$ cat src/hdl/eps_pkg.sv
// Shared types, codes and result formatting for the EPROM program sequencer.
`timescale 1ns / 1ps

package eps_pkg;

  localparam int unsigned AddrW   = 16;
  localparam int unsigned ByteW   = 8;
  localparam int unsigned OpW     = 3;
  localparam int unsigned ActW    = 3;
  localparam int unsigned TypeW   = 3;
  localparam int unsigned NibW    = 4;
  localparam int unsigned AttW    = 5;
  localparam int unsigned MsW     = 6;
  localparam int unsigned QDepth  = 4;
  localparam int unsigned QPtrW   = 2;
  localparam int unsigned QCntW   = 3;

  localparam logic [TypeW-1:0] Type27128 = 3'd1;
  localparam logic [TypeW-1:0] Type27256 = 3'd2;
  localparam logic [TypeW-1:0] Type27512 = 3'd3;
  localparam logic [TypeW-1:0] TypeUnknown = 3'd4;

  localparam logic [NibW-1:0] Forced27256 = 4'h8;
  localparam logic [NibW-1:0] ForcedOther = 4'hc;
  localparam logic [NibW-1:0] Forced27512 = 4'h0;

  localparam logic [MsW-1:0] MsMax = 6'd63;

  typedef enum logic [OpW-1:0] {
    OpSeek   = 3'd0,
    OpNext   = 3'd1,
    OpRead   = 3'd2,
    OpWrite  = 3'd3,
    OpSample = 3'd4,
    OpTick   = 3'd5
  } opcode_e;

  typedef enum logic [ActW-1:0] {
    ActAddr   = 3'd0,
    ActRead   = 3'd1,
    ActVerify = 3'd2,
    ActOn     = 3'd3,
    ActOff    = 3'd4,
    ActDone   = 3'd5
  } action_e;

  typedef enum logic [5:0] {
    PhIdle   = 6'b000001,
    PhRead   = 6'b000010,
    PhCheck  = 6'b000100,
    PhPulse  = 6'b001000,
    PhVerify = 6'b010000,
    PhOver   = 6'b100000
  } phase_e;

  typedef enum logic [1:0] {
    ClsSmall   = 2'd0,
    ClsLarge   = 2'd1,
    ClsUnknown = 2'd2
  } type_class_e;

  typedef struct packed {
    action_e          action;
    logic [ByteW-1:0] drive_data;
    logic [AddrW-1:0] address_out;
    logic [NibW-1:0]  high_port;
    logic             chip_enable_n;
    logic             output_enable_n;
    logic             program_n;
    logic [ByteW-1:0] result_byte;
    logic             failed;
    logic             last_of_run;
  } result_t;

  typedef struct packed {
    logic [1:0] push_cnt;
    logic       pop;
  } q_ctrl_t;

  function automatic type_class_e type_class(input logic [TypeW-1:0] dev);
    type_class_e cls;
    if (dev <= Type27128) begin
      cls = ClsSmall;
    end else if (dev <= Type27512) begin
      cls = ClsLarge;
    end else begin
      cls = ClsUnknown;
    end
    return cls;
  endfunction

  function automatic logic [NibW-1:0] forced_bits(input logic [TypeW-1:0] dev);
    logic [NibW-1:0] f;
    if (dev == Type27512) begin
      f = Forced27512;
    end else if (dev == Type27256) begin
      f = Forced27256;
    end else begin
      f = ForcedOther;
    end
    return f;
  endfunction

  function automatic result_t make_result(
    input action_e          act,
    input logic [TypeW-1:0] dev,
    input logic [AddrW-1:0] addr,
    input logic [ByteW-1:0] wanted,
    input logic [ByteW-1:0] res_byte,
    input logic             fail,
    input logic             last
  );
    result_t     r;
    type_class_e cls;
    cls = type_class(dev);
    r.action          = act;
    r.drive_data      = '0;
    r.address_out     = addr;
    r.high_port       = addr[AddrW-1 -: NibW] | forced_bits(dev);
    r.chip_enable_n   = 1'b1;
    r.output_enable_n = 1'b1;
    r.program_n       = 1'b1;
    r.result_byte     = res_byte;
    r.failed          = fail;
    r.last_of_run     = last;
    case (act)
      ActRead: begin
        r.chip_enable_n   = 1'b0;
        r.output_enable_n = 1'b0;
      end
      ActOn: begin
        r.drive_data = wanted;
        if (cls == ClsSmall) begin
          r.chip_enable_n = 1'b0;
          r.program_n     = 1'b0;
        end else if (cls == ClsLarge) begin
          r.chip_enable_n = 1'b0;
        end
      end
      ActOff: begin
        r.drive_data = wanted;
        if (cls == ClsSmall) begin
          r.chip_enable_n = 1'b0;
        end
      end
      ActVerify: begin
        if (cls != ClsUnknown) begin
          r.chip_enable_n   = 1'b0;
          r.output_enable_n = 1'b0;
        end
      end
      default: begin
      end
    endcase
    return r;
  endfunction

endpackage

$ cat src/hdl/eps_if.sv
// Valid/ready channel interfaces for sequencer commands and results.
`timescale 1ns / 1ps

interface eps_cmd_if;
  import eps_pkg::*;

  logic             valid;
  logic             ready;
  logic [OpW-1:0]   opcode;
  logic [AddrW-1:0] target_address;
  logic [ByteW-1:0] data_byte;

  modport source (output valid, output opcode, output target_address, output data_byte,
                  input ready);
  modport sink (input valid, input opcode, input target_address, input data_byte,
                output ready);
endinterface

interface eps_res_if;
  import eps_pkg::*;

  logic             valid;
  logic             ready;
  logic [ActW-1:0]  action;
  logic [ByteW-1:0] drive_data;
  logic [AddrW-1:0] address_out;
  logic [NibW-1:0]  high_port;
  logic             chip_enable_n;
  logic             output_enable_n;
  logic             program_n;
  logic [ByteW-1:0] result_byte;
  logic             failed;
  logic             last_of_run;

  modport source (output valid, output action, output drive_data, output address_out,
                  output high_port, output chip_enable_n, output output_enable_n,
                  output program_n, output result_byte, output failed,
                  output last_of_run, input ready);
  modport sink (input valid, input action, input drive_data, input address_out,
                input high_port, input chip_enable_n, input output_enable_n,
                input program_n, input result_byte, input failed,
                input last_of_run, output ready);
endinterface

$ cat src/hdl/eps_result_queue.sv
// Four-entry result queue that takes up to two results per cycle and gives one.
`timescale 1ns / 1ps

module eps_result_queue (
  input  logic                    clk_i,
  input  logic                    rst_ni,
  input  eps_pkg::q_ctrl_t        ctrl_i,
  input  eps_pkg::result_t        push0_i,
  input  eps_pkg::result_t        push1_i,
  output eps_pkg::result_t        head_o,
  output logic [eps_pkg::QCntW-1:0] count_o
);
  import eps_pkg::*;

  result_t          mem [QDepth];
  logic [QPtrW-1:0] wr_q, wr_d;
  logic [QPtrW-1:0] rd_q, rd_d;
  logic [QCntW-1:0] cnt_q, cnt_d;

  always_comb begin
    wr_d  = wr_q + ctrl_i.push_cnt;
    rd_d  = rd_q + QPtrW'(ctrl_i.pop);
    cnt_d = cnt_q + QCntW'(ctrl_i.push_cnt) - QCntW'(ctrl_i.pop);
  end

  always_ff @(posedge clk_i or negedge rst_ni) begin
    if (!rst_ni) begin
      wr_q  <= '0;
      rd_q  <= '0;
      cnt_q <= '0;
    end else begin
      wr_q  <= wr_d;
      rd_q  <= rd_d;
      cnt_q <= cnt_d;
    end
  end

  always_ff @(posedge clk_i) begin
    if (ctrl_i.push_cnt != 2'd0) begin
      mem[wr_q] <= push0_i;
    end
    if (ctrl_i.push_cnt == 2'd2) begin
      mem[wr_q + QPtrW'(1)] <= push1_i;
    end
  end

  assign head_o  = mem[rd_q];
  assign count_o = cnt_q;

endmodule

$ cat src/hdl/eprom_program_sequencer.sv
// Top level of the EPROM program sequencer: command register, control logic, result queue.
`timescale 1ns / 1ps

// EPROM program sequencer. Commands (seek, next, read, write), bus samples and
// one-millisecond ticks arrive as beats on cmd_i; strobe actions for a byte-wide
// EPROM leave as beats on res_o. A write first reads the cell and finishes at once
// if it already holds the wanted byte; otherwise it issues 1 ms program pulses,
// each followed by a verify strobe, up to MAX_ATTEMPTS-1 pulses, then an
// overprogram pulse of OVERPROGRAM_FACTOR times the pulse count in ms (capped at
// 63 ms). A command beat is taken every cycle while the result queue has room;
// it is held in the command register, decoded in a single pass once the queue
// can absorb two results, and its results are written into the result queue.
// Results leave at one beat per cycle, while res_o.ready is high, through a four-entry
// queue, so the single result port sets the sustained rate: a tick beat that ends a
// pulse gives two results, any other beat at most one. Commands and samples that
// do not apply in the current phase, and ticks that do not end a pulse, give no result.
// Write device_type on cfg_we_i/cfg_wdata_i only while no work is outstanding.
module eprom_program_sequencer #(
  parameter int unsigned MAX_ATTEMPTS       = 16,
  parameter int unsigned OVERPROGRAM_FACTOR = 4
) (
  input  logic                      clk_i,
  input  logic                      rst_ni,
  eps_cmd_if.sink                   cmd_i,
  eps_res_if.source                 res_o,
  input  logic                      cfg_we_i,
  input  logic [eps_pkg::TypeW-1:0] cfg_wdata_i
);
  import eps_pkg::*;

  localparam int unsigned LenW = AttW + $clog2(OVERPROGRAM_FACTOR) + 1;

  // Command register
  logic             s1_valid_q;
  opcode_e          s1_op_q;
  logic [AddrW-1:0] s1_tgt_q;
  logic [ByteW-1:0] s1_dat_q;
  logic             cmd_fire;
  logic             s1_fire;

  // Sequencer state
  logic [TypeW-1:0] dev_q;
  logic [AddrW-1:0] addr_q, addr_d;
  phase_e           phase_q, phase_d;
  logic [AttW-1:0]  att_q, att_d;
  logic [MsW-1:0]   ms_q, ms_d;
  logic [ByteW-1:0] wanted_q, wanted_d;
  logic [ByteW-1:0] sample_q, sample_d;

  // Result path
  result_t          r0, r1;
  logic [1:0]       n_res;
  q_ctrl_t          q_ctrl;
  result_t          head;
  logic [QCntW-1:0] q_count;
  logic [QCntW-1:0] q_after_pop;
  logic             pop;

  logic [ByteW-1:0] verify_byte;
  logic [LenW-1:0]  over_len;
  logic [MsW-1:0]   over_ms;
  logic             give_up;

  assign pop         = res_o.valid && res_o.ready;
  assign q_after_pop = q_count - QCntW'(pop);
  // Decode only when the queue can absorb the worst case of two results.
  assign s1_fire     = s1_valid_q && (q_after_pop <= QCntW'(QDepth - 2));
  assign cmd_i.ready = !s1_valid_q || s1_fire;
  assign cmd_fire    = cmd_i.valid && cmd_i.ready;

  always_ff @(posedge clk_i or negedge rst_ni) begin
    if (!rst_ni) begin
      s1_valid_q <= 1'b0;
    end else if (cmd_i.ready) begin
      s1_valid_q <= cmd_i.valid;
    end
  end

  always_ff @(posedge clk_i) begin
    if (cmd_fire) begin
      s1_op_q  <= opcode_e'(cmd_i.opcode);
      s1_tgt_q <= cmd_i.target_address;
      s1_dat_q <= cmd_i.data_byte;
    end
  end

  // Unknown devices read back as zero on verify, whatever the bus shows.
  assign verify_byte = (type_class(dev_q) == ClsUnknown) ? '0 : s1_dat_q;
  assign over_len    = LenW'(att_q) * LenW'(OVERPROGRAM_FACTOR);
  assign over_ms     = (over_len > LenW'(MsMax)) ? MsMax : over_len[MsW-1:0];
  assign give_up     = ({1'b0, att_q} + 6'd1) >= 6'(MAX_ATTEMPTS);

  always_comb begin
    addr_d   = addr_q;
    phase_d  = phase_q;
    att_d    = att_q;
    ms_d     = ms_q;
    wanted_d = wanted_q;
    sample_d = sample_q;
    n_res    = 2'd0;
    r0       = '0;
    r1       = '0;
    if (s1_fire) begin
      case (s1_op_q)
        OpSeek: begin
          if (phase_q == PhIdle) begin
            addr_d = s1_tgt_q;
            n_res  = 2'd1;
            r0     = make_result(ActAddr, dev_q, s1_tgt_q, wanted_q, '0, 1'b0, 1'b1);
          end
        end
        OpNext: begin
          if (phase_q == PhIdle) begin
            addr_d = addr_q + AddrW'(1);
            n_res  = 2'd1;
            r0     = make_result(ActAddr, dev_q, addr_d, wanted_q, '0, 1'b0, 1'b1);
          end
        end
        OpRead: begin
          if (phase_q == PhIdle) begin
            phase_d = PhRead;
            n_res   = 2'd1;
            r0      = make_result(ActRead, dev_q, addr_q, wanted_q, '0, 1'b0, 1'b1);
          end
        end
        OpWrite: begin
          if (phase_q == PhIdle) begin
            wanted_d = s1_dat_q;
            phase_d  = PhCheck;
            n_res    = 2'd1;
            r0       = make_result(ActRead, dev_q, addr_q, s1_dat_q, '0, 1'b0, 1'b1);
          end
        end
        OpSample: begin
          if (phase_q == PhRead) begin
            sample_d = s1_dat_q;
            phase_d  = PhIdle;
            n_res    = 2'd1;
            r0       = make_result(ActDone, dev_q, addr_q, wanted_q, s1_dat_q, 1'b0, 1'b1);
          end else if (phase_q == PhCheck) begin
            sample_d = s1_dat_q;
            n_res    = 2'd1;
            if (s1_dat_q == wanted_q) begin
              // Cell already holds the byte: finish without pulsing.
              phase_d = PhIdle;
              r0 = make_result(ActDone, dev_q, addr_q, wanted_q, s1_dat_q, 1'b0, 1'b1);
            end else begin
              att_d   = AttW'(1);
              ms_d    = MsW'(1);
              phase_d = PhPulse;
              r0 = make_result(ActOn, dev_q, addr_q, wanted_q, '0, 1'b0, 1'b1);
            end
          end else if (phase_q == PhVerify) begin
            sample_d = verify_byte;
            n_res    = 2'd1;
            if (verify_byte == wanted_q) begin
              // Verified: start the overprogram pulse.
              ms_d    = over_ms;
              phase_d = PhOver;
              r0 = make_result(ActOn, dev_q, addr_q, wanted_q, '0, 1'b0, 1'b1);
            end else if (give_up) begin
              phase_d = PhIdle;
              r0 = make_result(ActDone, dev_q, addr_q, wanted_q, verify_byte, 1'b1, 1'b1);
            end else begin
              att_d   = att_q + AttW'(1);
              ms_d    = MsW'(1);
              phase_d = PhPulse;
              r0 = make_result(ActOn, dev_q, addr_q, wanted_q, '0, 1'b0, 1'b1);
            end
          end
        end
        OpTick: begin
          if (phase_q == PhPulse || phase_q == PhOver) begin
            if (ms_q > MsW'(1)) begin
              ms_d = ms_q - MsW'(1);
            end else begin
              // Pulse ends: drop it, then verify or report.
              ms_d  = '0;
              n_res = 2'd2;
              r0 = make_result(ActOff, dev_q, addr_q, wanted_q, '0, 1'b0, 1'b0);
              if (phase_q == PhPulse) begin
                phase_d = PhVerify;
                r1 = make_result(ActVerify, dev_q, addr_q, wanted_q, '0, 1'b0, 1'b1);
              end else begin
                phase_d = PhIdle;
                r1 = make_result(ActDone, dev_q, addr_q, wanted_q, sample_q, 1'b0, 1'b1);
              end
            end
          end
        end
        default: begin
        end
      endcase
    end
  end

  always_ff @(posedge clk_i or negedge rst_ni) begin
    if (!rst_ni) begin
      dev_q    <= TypeUnknown;
      addr_q   <= '0;
      phase_q  <= PhIdle;
      att_q    <= AttW'(1);
      ms_q     <= '0;
      wanted_q <= '0;
      sample_q <= '0;
    end else begin
      if (cfg_we_i) begin
        dev_q <= cfg_wdata_i;
      end
      addr_q   <= addr_d;
      phase_q  <= phase_d;
      att_q    <= att_d;
      ms_q     <= ms_d;
      wanted_q <= wanted_d;
      sample_q <= sample_d;
    end
  end

  assign q_ctrl.push_cnt = n_res;
  assign q_ctrl.pop      = pop;

  eps_result_queue u_queue (
    .clk_i   (clk_i),
    .rst_ni  (rst_ni),
    .ctrl_i  (q_ctrl),
    .push0_i (r0),
    .push1_i (r1),
    .head_o  (head),
    .count_o (q_count)
  );

  assign res_o.valid           = (q_count != '0);
  assign res_o.action          = head.action;
  assign res_o.drive_data      = head.drive_data;
  assign res_o.address_out     = head.address_out;
  assign res_o.high_port       = head.high_port;
  assign res_o.chip_enable_n   = head.chip_enable_n;
  assign res_o.output_enable_n = head.output_enable_n;
  assign res_o.program_n       = head.program_n;
  assign res_o.result_byte     = head.result_byte;
  assign res_o.failed          = head.failed;
  assign res_o.last_of_run     = head.last_of_run;

  // Queue never overfills.
  a_queue_bound: assert property (@(posedge clk_i) disable iff (!rst_ni)
    q_count <= QCntW'(QDepth))
    else $error("result queue overflow");

  // Commands are dropped while a read or write is in progress.
  a_busy_drop: assert property (@(posedge clk_i) disable iff (!rst_ni)
    s1_fire && phase_q != PhIdle &&
    (s1_op_q == OpSeek || s1_op_q == OpNext || s1_op_q == OpRead || s1_op_q == OpWrite)
    |-> n_res == 2'd0)
    else $error("command produced a result while busy");

  // A pulse timer only runs during a pulse.
  a_ms_idle: assert property (@(posedge clk_i) disable iff (!rst_ni)
    (phase_q != PhPulse && phase_q != PhOver) |-> ms_q == '0)
    else $error("pulse timer running outside a pulse");

  // The last tick of a pulse yields pulse off plus a follow-up.
  a_pulse_end: assert property (@(posedge clk_i) disable iff (!rst_ni)
    s1_fire && s1_op_q == OpTick && (phase_q == PhPulse || phase_q == PhOver) &&
    ms_q <= MsW'(1) |-> n_res == 2'd2 && r0.action == ActOff)
    else $error("pulse end did not give two results");

endmodule
$ cat src/flat_wrapper.sv
// flat-port wrapper written by rule: the top's interface ports become plain ports
module eprom_program_sequencer_flat import eps_pkg::*;
#(
  parameter int unsigned MAX_ATTEMPTS       = 16,
  parameter int unsigned OVERPROGRAM_FACTOR = 4
)
  (clk_i, rst_ni, cfg_we_i, cfg_wdata_i, cmd_i_valid, cmd_i_opcode, cmd_i_target_address, cmd_i_data_byte, cmd_i_ready, res_o_valid, res_o_action, res_o_drive_data, res_o_address_out, res_o_high_port, res_o_chip_enable_n, res_o_output_enable_n, res_o_program_n, res_o_result_byte, res_o_failed, res_o_last_of_run, res_o_ready);
  eps_cmd_if cmd_i_i ();
  eps_res_if res_o_i ();
  input  logic clk_i;
  input  logic rst_ni;
  input  logic cfg_we_i;
  input  logic [eps_pkg::TypeW-1:0] cfg_wdata_i;
  input wire logic [$bits(cmd_i_i.valid)-1:0] cmd_i_valid;
  input wire logic [$bits(cmd_i_i.opcode)-1:0] cmd_i_opcode;
  input wire logic [$bits(cmd_i_i.target_address)-1:0] cmd_i_target_address;
  input wire logic [$bits(cmd_i_i.data_byte)-1:0] cmd_i_data_byte;
  output wire logic [$bits(cmd_i_i.ready)-1:0] cmd_i_ready;
  output wire logic [$bits(res_o_i.valid)-1:0] res_o_valid;
  output wire logic [$bits(res_o_i.action)-1:0] res_o_action;
  output wire logic [$bits(res_o_i.drive_data)-1:0] res_o_drive_data;
  output wire logic [$bits(res_o_i.address_out)-1:0] res_o_address_out;
  output wire logic [$bits(res_o_i.high_port)-1:0] res_o_high_port;
  output wire logic [$bits(res_o_i.chip_enable_n)-1:0] res_o_chip_enable_n;
  output wire logic [$bits(res_o_i.output_enable_n)-1:0] res_o_output_enable_n;
  output wire logic [$bits(res_o_i.program_n)-1:0] res_o_program_n;
  output wire logic [$bits(res_o_i.result_byte)-1:0] res_o_result_byte;
  output wire logic [$bits(res_o_i.failed)-1:0] res_o_failed;
  output wire logic [$bits(res_o_i.last_of_run)-1:0] res_o_last_of_run;
  input wire logic [$bits(res_o_i.ready)-1:0] res_o_ready;
  assign cmd_i_i.valid = cmd_i_valid;
  assign cmd_i_i.opcode = cmd_i_opcode;
  assign cmd_i_i.target_address = cmd_i_target_address;
  assign cmd_i_i.data_byte = cmd_i_data_byte;
  assign cmd_i_ready = cmd_i_i.ready;
  assign res_o_valid = res_o_i.valid;
  assign res_o_action = res_o_i.action;
  assign res_o_drive_data = res_o_i.drive_data;
  assign res_o_address_out = res_o_i.address_out;
  assign res_o_high_port = res_o_i.high_port;
  assign res_o_chip_enable_n = res_o_i.chip_enable_n;
  assign res_o_output_enable_n = res_o_i.output_enable_n;
  assign res_o_program_n = res_o_i.program_n;
  assign res_o_result_byte = res_o_i.result_byte;
  assign res_o_failed = res_o_i.failed;
  assign res_o_last_of_run = res_o_i.last_of_run;
  assign res_o_i.ready = res_o_ready;
  eprom_program_sequencer #(.MAX_ATTEMPTS(MAX_ATTEMPTS), .OVERPROGRAM_FACTOR(OVERPROGRAM_FACTOR)) u_core (.clk_i(clk_i), .rst_ni(rst_ni), .cmd_i(cmd_i_i), .res_o(res_o_i), .cfg_we_i(cfg_we_i), .cfg_wdata_i(cfg_wdata_i));
endmodule
$ cat config.mk
export PLATFORM = sky130hd
export DESIGN_NAME = eprom_program_sequencer_flat
export DESIGN_NICKNAME = d
export VERILOG_FILES = /design/src/hdl/eps_pkg.sv /design/src/hdl/eps_if.sv /design/src/hdl/eps_result_queue.sv /design/src/hdl/eprom_program_sequencer.sv /design/src/flat_wrapper.sv
export SDC_FILE = /design/constraint.sdc
export NUM_CORES = 1
export LEC_CHECK = 0
export BUFFER_PORTS_ARGS = -buffer_cell sky130_fd_sc_hd__buf_2
export CAP_MARGIN = 5
export CORE_ASPECT_RATIO = 1.4
export CORE_MARGIN = 10
export CORE_UTILIZATION = 60
export DETAILED_ROUTE_END_ITERATION = 8
export PLACE_DENSITY = 0.84
export RECOVER_POWER = 25
export SYNTH_ARGS = -nofsm -noshare
export SYNTH_HDL_FRONTEND = slang
export SYNTH_HIERARCHICAL = 1
export SYNTH_SLANG_ARGS = --single-unit
$ cat constraint.sdc
create_clock -name clk_i -period 9.3 [get_ports clk_i]
set_clock_uncertainty 0.1 [all_clocks]
set_input_delay 1.395 -clock clk_i [delete_from_list [all_inputs] [get_ports clk_i]]
set_output_delay 1.395 -clock clk_i [all_outputs]
set_load 0.01 [all_outputs]
# ---- Word level (Yosys, flattened, before mapping)
# Memories as Yosys holds them, arrays and structs flattened.
# Cells that the tools add are included.
dict set report op_classes {
  n_addsub 10
  bitwise 14
  n_lt_le_gt_ge 6
  n_eq_ne 35
  n_mux 163
  n_reduce_logical 25
}
# cell count
set ops {}
lappend ops {{44-bit two-way mux} 14}
lappend ops {{44-bit case mux with 6 select lines} 1}
lappend ops {{4-bit two-way mux} 59}
lappend ops {{6-bit two-way mux} 17}
lappend ops {{42-bit two-way mux} 2}
lappend ops {{2-bit two-way mux} 35}
lappend ops {{33-bit two-way mux} 2}
lappend ops {{4-bit OR} 13}
lappend ops {{16-bit two-way mux} 2}
lappend ops {{8-bit two-way mux} 4}
lappend ops {{16-bit case mux with 2 select lines} 1}
lappend ops {{5-bit two-way mux} 6}
lappend ops {{6-bit case mux with 4 select lines} 1}
lappend ops {{7-bit AND reduction} 3}
lappend ops {{16-bit by 1-bit adder with 16-bit output, second input constant} 1}
lappend ops {{8-bit == test} 2}
lappend ops {{1-bit two-way mux} 16}
lappend ops {{3-bit by 2-bit == test with 1-bit output, second input constant} 4}
lappend ops {{2-bit by 1-bit != test with 1-bit output, second input constant} 6}
lappend ops {{6-bit case mux with 2 select lines} 1}
lappend ops {{2-bit != test, second input constant} 5}
lappend ops {{2-bit logical NOT} 4}
lappend ops {{2-bit nonzero test} 4}
lappend ops {{7-bit by 6-bit > comparator with 1-bit output, second input constant} 1}
lappend ops {{38 further kinds} 49}
dict set report totals {
  wordCells 268
  reg_bits 87
  mem_count 1
  output_inout_bits 46
  input_bits 35
  mem_bits_rw 176
}
# name depth word_bits rd rd_clocked_by_memory_dff write_ports line_no
set memory_table {}
lappend memory_table {u_core.u_queue.mem 4 44 1 0 2 eps_result_queue.sv:15} ;# result_t mem [QDepth];

# ---- Depth between registers and ports, before layout
dict set report logic_depth {
  depth_word 22
  depth_mapped 16
  depth_no_buf 13
}

# ---- Cells and area by module
# Netlist, hierarchy kept.
# mod area_per_inst_um2 cells_per_inst instances seq_area_each_um2
set by_module_without_submodules {}
lappend by_module_without_submodules {eps_result_queue 8917.3 461 1 5460.2}
lappend by_module_without_submodules {eprom_program_sequencer 5201.2 611 1 2140.8}

# ---- Least setup slack after synthesis
# Ideal clock, no wire load.
dict set report synth_timing {
  path_kind {input to register}
  startpoint {in res_o_ready}
  endpoint {mem u_core/u_queue/mem[0][0] (netlist bit) (enable)}
  slack_ns 2.115
  arrival_time_ns 6.579
  setup_time_ns 0.506
  cell_stages 11
  n_path_buf 2
  t_required_ns 8.694
  path_cell_list {and2_1 > ha_1 > ha_1 > xnor2_1 > o211a_1 > nand2b_1 > clkbuf_1 > clkbuf_1 > a21oi_1 > o21bai_1 > o21ai_0}
}
# item line_no
set synth_rtl {}
lappend synth_rtl {{start: declaration} flat_wrapper.sv:30} ;# input wire logic [$bits(res_o_i.ready)-1:0] res_o_ready;
lappend synth_rtl {{end: declaration} eps_result_queue.sv:15}

==> results.txt <==
Cts bufs inserted - 25
Max Cap Viol - 2
# hold bufs at CTS - 0
Vias in the first global route - 9508
# resized after CTS - 0
Clk Latency, worst-skew pair - 510 ps
Critical path capture point type - flop
Clock sinks - 263
Share of layout cells above drive strength 1 - 31.7%
Post-synth EDFFs - 203
I/O Buffers - 80
Core footprint - 23200 um2
Worst EP required - 9380 ps
Final Cycle Share - 55.4%
Vias per std cell - 6.18
CTS tree - yes
Hold Path Stages - 2
Worst-path cell chain - buf_2 > and2_0 > ha_1 > ha_1 > xnor2_1 > o211a_1 > nand2b_1 > buf_4 > nor2_1 > and4bb_2 > buf_4 > o21bai_4 > buf_4
H-tree depth - 1
Routed via count - 9164
CTS clk-pin slew, worst paths - 60 ps
All-Layer GR Usage - 20.7%
Antenna-violating nets left - 0
Worst r2r dst - u_core/u_queue/mem[2][22]$_DFFE_PP_
Critical path type - input port to flop
Synth Register Bits - 263
Final Max Tran Viols - 89
Synth Flop Type - edfxtp_1
Final Hold Slack - 373 ps
CTS root buffer - clkbuf_16
Worst VDD drop - 0.241 mV
Final hold violation count - 0
Initial core utilization - 60.8%
DIE WIDTH - 150 um
Die Span Y - 202 um
CP max stage delay - 530 ps
Number of DRC markers in iteration 0 - 1044
Worst slew margin - -132%
Top cell family by delay on the critical path - buffers and inverters
# Post-CTS Setup Buffers - 0
CP Buf/Inv Count - 4
Final WL - 31.5 mm
Slack of the critical path - 4150 ps
Gpl congestion - 0.885
Slowest cell on the critical path - buf_4
Row Count - 66
DR WL/cell - 21.2 um
Status - finished, violations left
Fmax - 194 MHz
Boundary Pins - 81
Detailed Routing Iterations Pass 1 - 6
Mapped Area - 14100 um2
Lkg Pwr - 5.77 nW
Setup TNS Final - 0 ps
CP Launch Type - input port
FFs w/ async S/R, synth - 22.8%
Finished Core Util - 67.2%
Synth warnings - 6
Minimum clock period - 5150 ps
Clock Path Buffers - 3
Total global routing overflow - 0
Die ar. - 30200 um2
Synth cell types - 79
Finished Layout Cells - 1484
Setup crit end - u_core/u_queue/mem[2][22]$_DFFE_PP_
HP Class - flop to flop
Most frequent CP cell - buf_4
Layout Nets - 1212
Placed instance count - 1440
Synth Instances - 1072
Worst slew pin tran - 3470 ps
Worst setup startpoint - res_o_ready
Violated checks - max-capacitance violations, max-slew violations
DP Wirelength - 20.4 mm
Reg2reg start - u_core/u_queue/count_o[0]$_DFF_PN0_
Global-route wire length before repair - 51.0 mm
Place WS - 3640 ps
Worst path depth - 13
# diodes - 0
Largest net degree at the start of global routing - 61
Area growth from synthesis to layout - 10.5%
Finish-stage setup viols - 0
DRC violations left - 0
Syn Area/Cell - 13.2 um2
Power density cells - 230 nW/um2
Reg2Reg Setup Slack - 4250 ps
Initial antenna violation count - 0
Largest fanout on the critical path - 45
RSZ-0062 raised after global routing - no
Reg2reg path depth - 13
Sequential area share after synthesis - 53.8%
Worst Path Arrival - 5230 ps
## kinds of logic after synthesis
group | Yosys count | synth area share [%]
xor+xnor | 21 | 1.30
fa+ha+maj | 16 | 1.47
mux | 232 | 22.2
compound gates | 178 | 8.04
simple gates | 262 | 9.81
buf+inv | 99 | 3.28
other cells | 1 | 0.0266
flops | 263 | 53.8
## cell type report
type,count,area [um2]
clock buffers,37,691
multi-input cells,745,6240
well taps,306,383
inverters,29,109
clock inverters,7,61.3
fillers,1572,7610
repair buffers,97,513
flip-flops and latches,263,7600
## worst min path at each step
stage | from | end | slack, ps
after floorplan | u_core/sample_q[0]$_DFFE_PN0P_ | u_core/sample_q[0]$_DFFE_PN0P_ | 340
after global placement | u_core/sample_q[4]$_DFFE_PN0P_ | u_core/sample_q[4]$_DFFE_PN0P_ | 350
after detailed placement | u_core/sample_q[4]$_DFFE_PN0P_ | u_core/sample_q[4]$_DFFE_PN0P_ | 360
after CTS | u_core/sample_q[4]$_DFFE_PN0P_ | u_core/sample_q[4]$_DFFE_PN0P_ | 370
after global routing | u_core/sample_q[3]$_DFFE_PN0P_ | u_core/sample_q[3]$_DFFE_PN0P_ | 420
final | u_core/sample_q[4]$_DFFE_PN0P_ | u_core/sample_q[4]$_DFFE_PN0P_ | 370
## per-layer routing
metal | wire length, um | GRT usage [%]
met1 | 12900 | 27.0
met3 | 1980 | 2.76
met5 | 0 | 0
met2 | 16000 | 35.4
met4 | 591 | 5.41
## synthesized netlist by cell type, drive strengths merged (6+ instances only)
cell type	n	area, um2
nand3	18	90.1
a21oi	59	295
mux2	183	2100
nor3	32	160
nand2	64	240
xnor2	11	96.3
and3	17	106
clkbuf	41	154
o21ai	39	195
mux4	44	991
nor4	6	37.5
nor2	53	199
and2	22	138
xor2	10	87.6
nor3b	9	67.6
buf	29	200
inv	29	109
o22ai	16	114
o31ai	12	95.1
ha	15	188
edfxtp	203	6100
o2bb2ai	6	52.6
dfrtp	57	1430
## sequential cells by signal, indices dropped and copies added, names as in the netlist
register / flops
u_core/dev_q: 3
u_core/u_queue/mem: 176
u_core/s1_dat_q: 8
u_core/att_q: 5
u_core/addr_q: 16
u_core/s1_tgt_q: 16
u_core/u_queue/wr_q: 2
u_core/sample_q: 8
u_core/u_queue/count_o: 3
u_core/ms_q: 6
u_core/s1_valid_q: 1
u_core/s1_op_q: 3
u_core/u_queue/rd_q: 2
u_core/phase_q: 6
u_core/wanted_q: 8
## power breakdown
group | leakage [nW] | switching, mW | internal (mW) | total (mW)
combinational | 2.87 | 0.594 | 0.441 | 1.04
clock | 0.362 | 0.412 | 0.539 | 0.952
sequential | 2.54 | 0.170 | 1.43 | 1.60
## through the flow
stage               power [mW]  area (um2)
floorplan                 2.32       14200
global placement          2.63       14900
detailed placement        2.66       14900
CTS                       3.61       15600
global route              3.77       15600
finish                    3.58       15600
## cells in the final DEF (no fill, tap or decap), types with 6 or more instances in the layout
cell type | netlist | final
nand3_1 | 18 | 18
o22ai_1 | 15 | 15
buf_2 | 13 | 77
inv_1 | 29 | 29
and3_1 | 17 | 17
and2_1 | 22 | 21
mux2_4 | 10 | 10
clkbuf_16 | 0 | 25
xnor2_1 | 11 | 11
buf_4 | 8 | 14
edfxtp_1 | 203 | 203
clkbuf_1 | 41 | 16
mux2_2 | 173 | 173
o2bb2ai_1 | 6 | 6
nand2_1 | 64 | 64
nor2_1 | 53 | 51
nor4_1 | 6 | 6
ha_1 | 15 | 15
xor2_1 | 10 | 10
conb_1 | 1 | 36
nor3_1 | 32 | 32
dfrtp_1 | 57 | 55
nor3b_1 | 9 | 9
mux4_2 | 44 | 44
a21oi_1 | 59 | 59
o31ai_1 | 11 | 11
o21ai_0 | 38 | 37
## worst reg2reg max path, cell delays in order (launching register included)
cell and delay, ps:
dfrtp_1 410, or3_1 420, and2_0 230, ha_1 200, ha_1 190, xnor2_1 220, o211a_1 310, nand2b_1 80
buf_4 250, nor2_1 520, and4bb_2 320, buf_4 530, o21bai_4 480, buf_4 440
(Power assumes the default switching activity.)
